## src/rtl/core/psp_pkg.sv

```systemverilog
// psp_pkg: shared types, constants and tables for the polar stereographic core
// no dependencies; imported by every module under rtl/core
`default_nettype none

package psp_pkg;

    localparam int FRAC_BITS         = 16;
    localparam int CORDIC_STAGES_DEF = 20;

    localparam int LAT_W    = 24;
    localparam int LON_W    = 25;
    localparam int COORD_W  = 32;
    localparam int SPAN_W   = 31;
    localparam int CFG_IDX_W = 2;

    // angle conversion: deg * 2^(32-F) / 360 == (n * 2^(29-F) + 22.5) / 45
    localparam int FRAC_SH  = 29 - FRAC_BITS;
    localparam int BAM_LAT  = 4;
    localparam logic [26:0] RECIP_45 = 27'd95443717;
    // rounded-up reciprocal, exact for the small remainder table operands
    localparam logic [63:0] RECIP_45_UP = 64'd95443718;

    // cordic datapath
    localparam int CV_W  = 34;
    localparam int ANG_W = 34;
    localparam logic signed [CV_W-1:0]  CORDIC_GAIN  = 34'sd652032874;
    localparam logic signed [ANG_W-1:0] QUARTER_TURN = 34'sd1073741824;
    localparam logic signed [ANG_W-1:0] HALF_TURN    = 34'sd2147483648;

    localparam logic signed [31:0] KX_Q30 = 32'sd1067931032;
    localparam logic signed [31:0] KY_Q30 = 32'sd1281517231;

    // restoring divider: 32 bit magnitude shifted up by 30
    localparam int DIV_BITS = 62;
    localparam int DEN_W    = 31;

    localparam int WIN_LAT  = 5;
    localparam logic [63:0] REL_HALF = 64'd536870912;
    localparam logic [34:0] TERM_CAP = 35'h4_0000_0000;

    localparam logic signed [COORD_W-1:0] COORD_MAX = 32'sh7FFF_FFFF;
    localparam logic signed [COORD_W-1:0] COORD_MIN = 32'sh8000_0000;

    typedef enum logic [CFG_IDX_W-1:0] {
        CFG_X_MIN  = 2'd0,
        CFG_X_SPAN = 2'd1,
        CFG_Y_MIN  = 2'd2,
        CFG_Y_SPAN = 2'd3
    } cfg_idx_t;

    typedef struct packed {
        logic signed [CV_W-1:0]  x;
        logic signed [CV_W-1:0]  y;
        logic signed [ANG_W-1:0] a;
        logic                    flip;
    } cordic_lane_t;

    typedef struct packed {
        cordic_lane_t col;
        cordic_lane_t lon;
    } cordic_st_t;

    typedef struct packed {
        logic [DEN_W-1:0]    rem;
        logic [DIV_BITS-1:0] nq;
        logic                neg;
    } div_lane_t;

    typedef struct packed {
        logic             dvg;
        logic             sx_neg;
        logic             cy_neg;
        logic [DEN_W-1:0] den;
        div_lane_t        lx;
        div_lane_t        ly;
    } div_st_t;

    typedef struct packed {
        logic signed [COORD_W-1:0] x;
        logic signed [COORD_W-1:0] y;
        logic                      sat;
    } out_item_t;

    function automatic logic [31:0] atan_bam(input logic [4:0] i);
        logic [31:0] v;
        case (i)
            5'd0:  v = 32'd536870912;
            5'd1:  v = 32'd316933406;
            5'd2:  v = 32'd167458907;
            5'd3:  v = 32'd85004756;
            5'd4:  v = 32'd42667331;
            5'd5:  v = 32'd21354465;
            5'd6:  v = 32'd10679838;
            5'd7:  v = 32'd5340245;
            5'd8:  v = 32'd2670163;
            5'd9:  v = 32'd1335087;
            5'd10: v = 32'd667544;
            5'd11: v = 32'd333772;
            5'd12: v = 32'd166886;
            5'd13: v = 32'd83443;
            5'd14: v = 32'd41722;
            5'd15: v = 32'd20861;
            5'd16: v = 32'd10430;
            5'd17: v = 32'd5215;
            5'd18: v = 32'd2608;
            5'd19: v = 32'd1304;
            5'd20: v = 32'd652;
            5'd21: v = 32'd326;
            5'd22: v = 32'd163;
            5'd23: v = 32'd81;
            5'd24: v = 32'd41;
            5'd25: v = 32'd20;
            5'd26: v = 32'd10;
            5'd27: v = 32'd5;
            5'd28: v = 32'd3;
            5'd29: v = 32'd1;
            5'd30: v = 32'd1;
            default: v = 32'd0;
        endcase
        return v;
    endfunction

    // low part of the binary angle for a remainder below 45
    function automatic logic [FRAC_SH-1:0] frac_tbl(input logic [5:0] b);
        logic [63:0] num;
        logic [63:0] prod;
        num  = (64'(b) << FRAC_SH) + 64'd22;
        prod = num * RECIP_45_UP;
        return prod[32 +: FRAC_SH];
    endfunction

endpackage

`default_nettype wire

```

## src/rtl/core/psp_div_cell.sv

```systemverilog
// psp_div_cell: one restoring division step for both coordinate lanes
// depends on psp_pkg (divider state types)
`default_nettype none

module psp_div_cell (
    input  logic              clk,
    input  logic              rst_n,
    input  logic              en,
    input  logic              vld_in,
    input  psp_pkg::div_st_t  st_in,
    output logic              vld_out,
    output psp_pkg::div_st_t  st_out
);
    import psp_pkg::*;

    logic    vld_reg;
    div_st_t st_reg;
    div_st_t st_next;

    function automatic div_lane_t step(input div_lane_t l, input logic [DEN_W-1:0] den);
        div_lane_t    o;
        logic [DEN_W:0] sh;
        logic           ge;
        sh = {l.rem, l.nq[DIV_BITS-1]};
        ge = sh >= {1'b0, den};
        o  = l;
        o.rem = ge ? DEN_W'(sh - {1'b0, den}) : sh[DEN_W-1:0];
        o.nq  = {l.nq[DIV_BITS-2:0], ge};
        return o;
    endfunction

    always_comb
    begin
        st_next    = st_in;
        st_next.lx = step(st_in.lx, st_in.den);
        st_next.ly = step(st_in.ly, st_in.den);
    end

    always_ff @(posedge clk or negedge rst_n)
    begin
        if (!rst_n)
            vld_reg <= 1'b0;
        else if (en)
            vld_reg <= vld_in;
    end

    always_ff @(posedge clk)
    begin
        if (en)
            st_reg <= st_next;
    end

    assign vld_out = vld_reg;
    assign st_out  = st_reg;

endmodule

`default_nettype wire

```

## config.mk

```make
export PLATFORM = sky130hd
export DESIGN_NAME = psp_div_cell
export DESIGN_NICKNAME = d
export VERILOG_FILES = /design/src/rtl/core/psp_pkg.sv /design/src/rtl/core/psp_div_cell.sv
export SDC_FILE = /design/constraint.sdc
export NUM_CORES = 1
export LEC_CHECK = 0
export BUFFER_PORTS_ARGS = -buffer_cell sky130_fd_sc_hd__buf_2
export CAP_MARGIN = 20
export CORE_UTILIZATION = 30
export DETAILED_ROUTE_END_ITERATION = 8
export PLACE_DENSITY = 0.66
export SLEW_MARGIN = 10
export SYNTH_ARGS = -nofsm -noshare
export SYNTH_HDL_FRONTEND = slang
export SYNTH_SLANG_ARGS = --single-unit
```

## constraint.sdc

```tcl
create_clock -name clk -period 0.8 [get_ports clk]
set_clock_uncertainty 0.05 [all_clocks]
set_input_delay 0.2 -clock clk [delete_from_list [all_inputs] [get_ports clk]]
set_output_delay 0.2 -clock clk [all_outputs]
set_load 0.05 [all_outputs]
```

======== Yosys cells after proc, flatten, opt, wreduce, memory -nomap -nowiden ========
Index checks and enable logic that the tools add are counted.
storage, ports and cells
  bits in registers ....................... 223
  bits in latches ......................... 0
  bits in writable memories ............... 0
  memory bits (read-only) ................. 0
  output and inout port bits .............. 223
  logic and storage cells ................. 17
  memories kept ........................... 0
operators by class
  add/sub/neg operators ................... 2
  $mul .................................... 0
  divide/modulo/power cells ............... 0
  order comparisons ....................... 2
  equality and inequality tests ........... 0
  shift operators ......................... 0
  muxes and demuxes ....................... 2
  bitwise operators ....................... 0
  reductions and logical operators ........ 0
operators with widths
  kind                                          count
  greater-or-equal comparator 32 x 31 -> 1 bit  2
  two-way mux 31 bit                            2
  subtractor 31 bit                             2

======== Depth between registers and ports, before layout ========
  depth after elaboration ................. 2
  depth in mapped cells ................... 14
  depth with buffers taken out ............ 13

======== Least setup slack after synthesis ========
No wires, ideal clock.
  path type ............................... input to register
  from .................................... input st_in[62] (netlist name)
  to ...................................... register st_reg (netlist bit st_out[72]) (data pin)
  setup time .............................. 0.270 ns
  arrival ................................. 2.413 ns
  required time ........................... 0.480 ns
  setup slack ............................. -1.933 ns
  cell stages on the path ................. 13
  path buffers ............................ 1
  cell sequence ........................... inv_1 -> ha_1 -> fa_1 -> nand2b_1 -> a211oi_1 -> o21ai_1 -> a21bo_2 -> o41a_1 -> o21ai_0 -> a21oi_2 -> inv_1 -> clkbuf_1 -> a21oi_1
RTL lines
  item                  line                source
  from (decl)           psp_div_cell.sv:10  input psp_pkg::div_st_t st_in,
  to (signal assigned)  psp_div_cell.sv:50  st_reg <= st_next;
  to (decl)             psp_div_cell.sv:17  div_st_t st_reg;

==> impl_metrics.tcl <==
set metrics [dict create \
    viasPerCell 4.86 \
    port_buffers 448 \
    most-common-layout-cells "241 x buf_4, 222 x edfxtp_1, 217 x buf_2" \
    detail_route.wl_per_cell_um 21.0 \
    ys.flop_type "edfxtp_1" \
    synth-seq-cells 223 \
    async_flop_share_pct 0.448 \
    drive_above_1_share_pct 52.8 \
    internal_power_mw 29.7 \
    die_h_um 191 \
    grt_pass1_vias 11400 \
    cp.required_ns 1.05 \
    syn_nets 1135 \
    outcome "finished with violations" \
    ctsRootBufferMaster "clkbuf_16" \
    drt_iter0_drc 569 \
    dieArea_um2 36500 \
    postSynthCellCount 845 \
    cellPowerDensity_nw_per_um2 2030 \
    max_freq_mhz 451 \
    ir_drop_mv 1.77 \
    p_sw_mw 14.8 \
    drcViolationCount 0 \
    synth_warnings 0 \
    crit_fanout 7 \
    htree_levels 1 \
    clkTransAtPathRegs_ns 0.06 \
    drtPass1Iterations 5 \
    synth.area.top_cells "edfxtp_1 62%, ha_1 7.2%, a21oi_1 4.6%, xnor2_1 2.5%, nor2_1 2.2%" \
    leakage_nw 9.49 \
    grt_max_degree 55 \
    hold_buffers 203 \
    synthMuxAreaShare_pct 0.630 \
    synth_top_area_share_pct 62.2 \
    ys_seq_area_share_pct 62.4 \
    yosys.area.top_type "edfxtp_1" \
    p_sw_share_pct 33.3 \
    setup_viol 288 \
    worst_setup_path_end_kind "register" \
    synth_xor_area_share_pct 4.25 \
    coreArea_um2 34900 \
    initial_core_util_pct 30.7 \
    fin_crit_sh_pct 277 \
    hpwlAfterDp_um 31400 \
    track_usage_pct 24.6 \
    synth_fa_ha_area_share_pct 7.61 \
    setup_ws_ns -1.41 \
    rows 68 \
    synth_edf_count 222 \
    rsz0062_at_grt "true" \
    synth_top_family_by_area "compound AO/OA/AOI/OAI gates" \
    synth-simple-area-share_pct 7.99 \
    cts_sinks 223 \
    worst_ep_arrival_time_ns 2.47 \
    worstSkewPairLatency_ns 0.55 \
    hold_viol 8 \
    io_pins 449 \
    cts_inserted_buffers 27 \
    fin_nets 2076 \
    cap_violations 0 \
    hp-class "in2reg" \
    antenna_found_initial 9 \
    comb_power_share_pct 36.8 \
    grt_pass1_wl_um 67300 \
    area_growth_pct 104 \
    violations "negative hold slack, negative setup slack" \
    final_common_cell "buf_4" \
    routed_wl_um 47600 \
    crit_type "in2reg" \
    syn_area_um2 10700 \
    seqPwrFrac_pct 34.1 \
    overflow 0 \
    cp-start-kind "input port" \
    dp_cells 1979 \
    final_antenna_net_count 0 \
    design_power_total_mw 44.5 \
    synth.distinct_cells 64 \
    fin_crit_ns 2.21 \
    report.final.slew_viol_count 0 \
    stdcell_count 2267 \
    gp_congestion 0.931 \
    tightest_slew_ns 0.552 \
    die_width_um 191 \
    via_count 11000 \
    syn_area_per_cell_um2 12.7 \
    relSlewSlack_pct 62.9 \
    cts_tree "built" \
    hold_ws_ns -0.0788 \
    synth_compound_area_share_pct 14.4 \
    clock_path_buffers 3 \
    power_frac_clock_pct 29.1 \
    fillers 2504 \
]
-- cell usage after synthesis, types with 7 or more instances --
master    number
nand2_1       55
xnor2_1       30
a21o_1        30
a21oi_1       98
o21bai_1       7
o21ai_1        7
ha_1          62
nor2_1        63
edfxtp_1     222
nand4_1        9
nand2b_1       9
nor2b_1       12
inv_1         48
o21ai_0       44
nand3_1       15
clkbuf_1       9
xor2_1        22
-- cells by family after synthesis --
group | Yosys count
compound gates | 246
xor+xnor | 52
fa+ha+maj | 64
buf+inv | 67
flops | 223
mux | 6
simple gates | 187
-- what timing repair did --
| item | CTS | global route |
|---|---|---|
| setup endpoints to repair | 288 | 288 |
| setup buffers | 19 | 9 |
| resized for setup | 410 | 138 |
| hold endpoints to repair | 221 | 9 |
| pin swaps | 33 | 28 |
| cloned | 6 | 2 |
-- metrics by stage --
step                      util, %  TNS, ns  area, um^2  worst slack (ns)
final                        62.7  -216.77       21900             -1.41
after global routing         62.7  -228.56       21900             -1.48
after CTS                    61.0  -220.95       21300             -1.44
after detailed placement     47.8  -183.87       16700             -2.11
after global placement       47.8  -180.58       16700             -2.11
after floorplan                 -  -114.17       11100             -1.73
-- final cells by class --
| type | count | area, um^2 | area share, % |
|---|---|---|---|
| timing repair buffer | 930 | 8750 | 40.0 |
| sequential | 223 | 6690 | 30.6 |
| multi-input combinational | 555 | 4710 | 21.5 |
| clock buffer | 31 | 691 | 3.16 |
| tap | 455 | 569 | 2.60 |
| clock inverter | 16 | 224 | 1.02 |
| inverter | 49 | 224 | 1.02 |
| antenna | 8 | 20.0 | 0.0915 |
-- state kept, by name, indices dropped and copies added, names as in the netlist --
signal,flops
st_out,222
vld_out,1
-- final timing paths --
check,cells past startpoint,startpoint,end,slack [ns]
setup reg to reg,1,vld_out$_DFFE_PN0P_,vld_out$_DFFE_PN0P_,-0.02
min in group asynchronous,3,rst_n,vld_out$_DFFE_PN0P_,0.50
hold / removal,2,en,vld_out$_DFFE_PN0P_,-0.08
setup / recovery,16,st_in[205],st_out[185]$_DFFE_PP_,-1.41
max in group asynchronous,3,rst_n,vld_out$_DFFE_PN0P_,0.07
hold reg to reg,1,vld_out$_DFFE_PN0P_,vld_out$_DFFE_PN0P_,0.48
-- critical path, stage by stage --
cell      delay [ns]
buf_8           0.11
inv_8           0.06
ha_4            0.19
a21o_1          0.18
a21o_1          0.18
a221oi_2        0.25
o21ai_1         0.11
a21o_1          0.21
o21ai_4         0.17
o211a_4         0.24
inv_8           0.07
buf_12          0.15
buf_6           0.11
buf_8           0.13
nor2_2          0.09
a21oi_2         0.04
-- power by group through the flow --
stage	combinational [mW]	sequential [mW]	clock, mW
final	16.4	15.2	13.0
after global routing	17.1	15.3	13.6
after CTS	15.5	15.1	13.1
after detailed placement	13.0	15.2	0
after global placement	12.9	15.1	0
after floorplan	3.24	19.1	0
-- layer usage --
layer	track usage [%]	routed length, um
met1	26.2	17000
met2	45.2	24600
met3	5.03	3060
met4	13.2	2970
met5	0	28
Note: power is estimated with default switching activity, not from simulation.
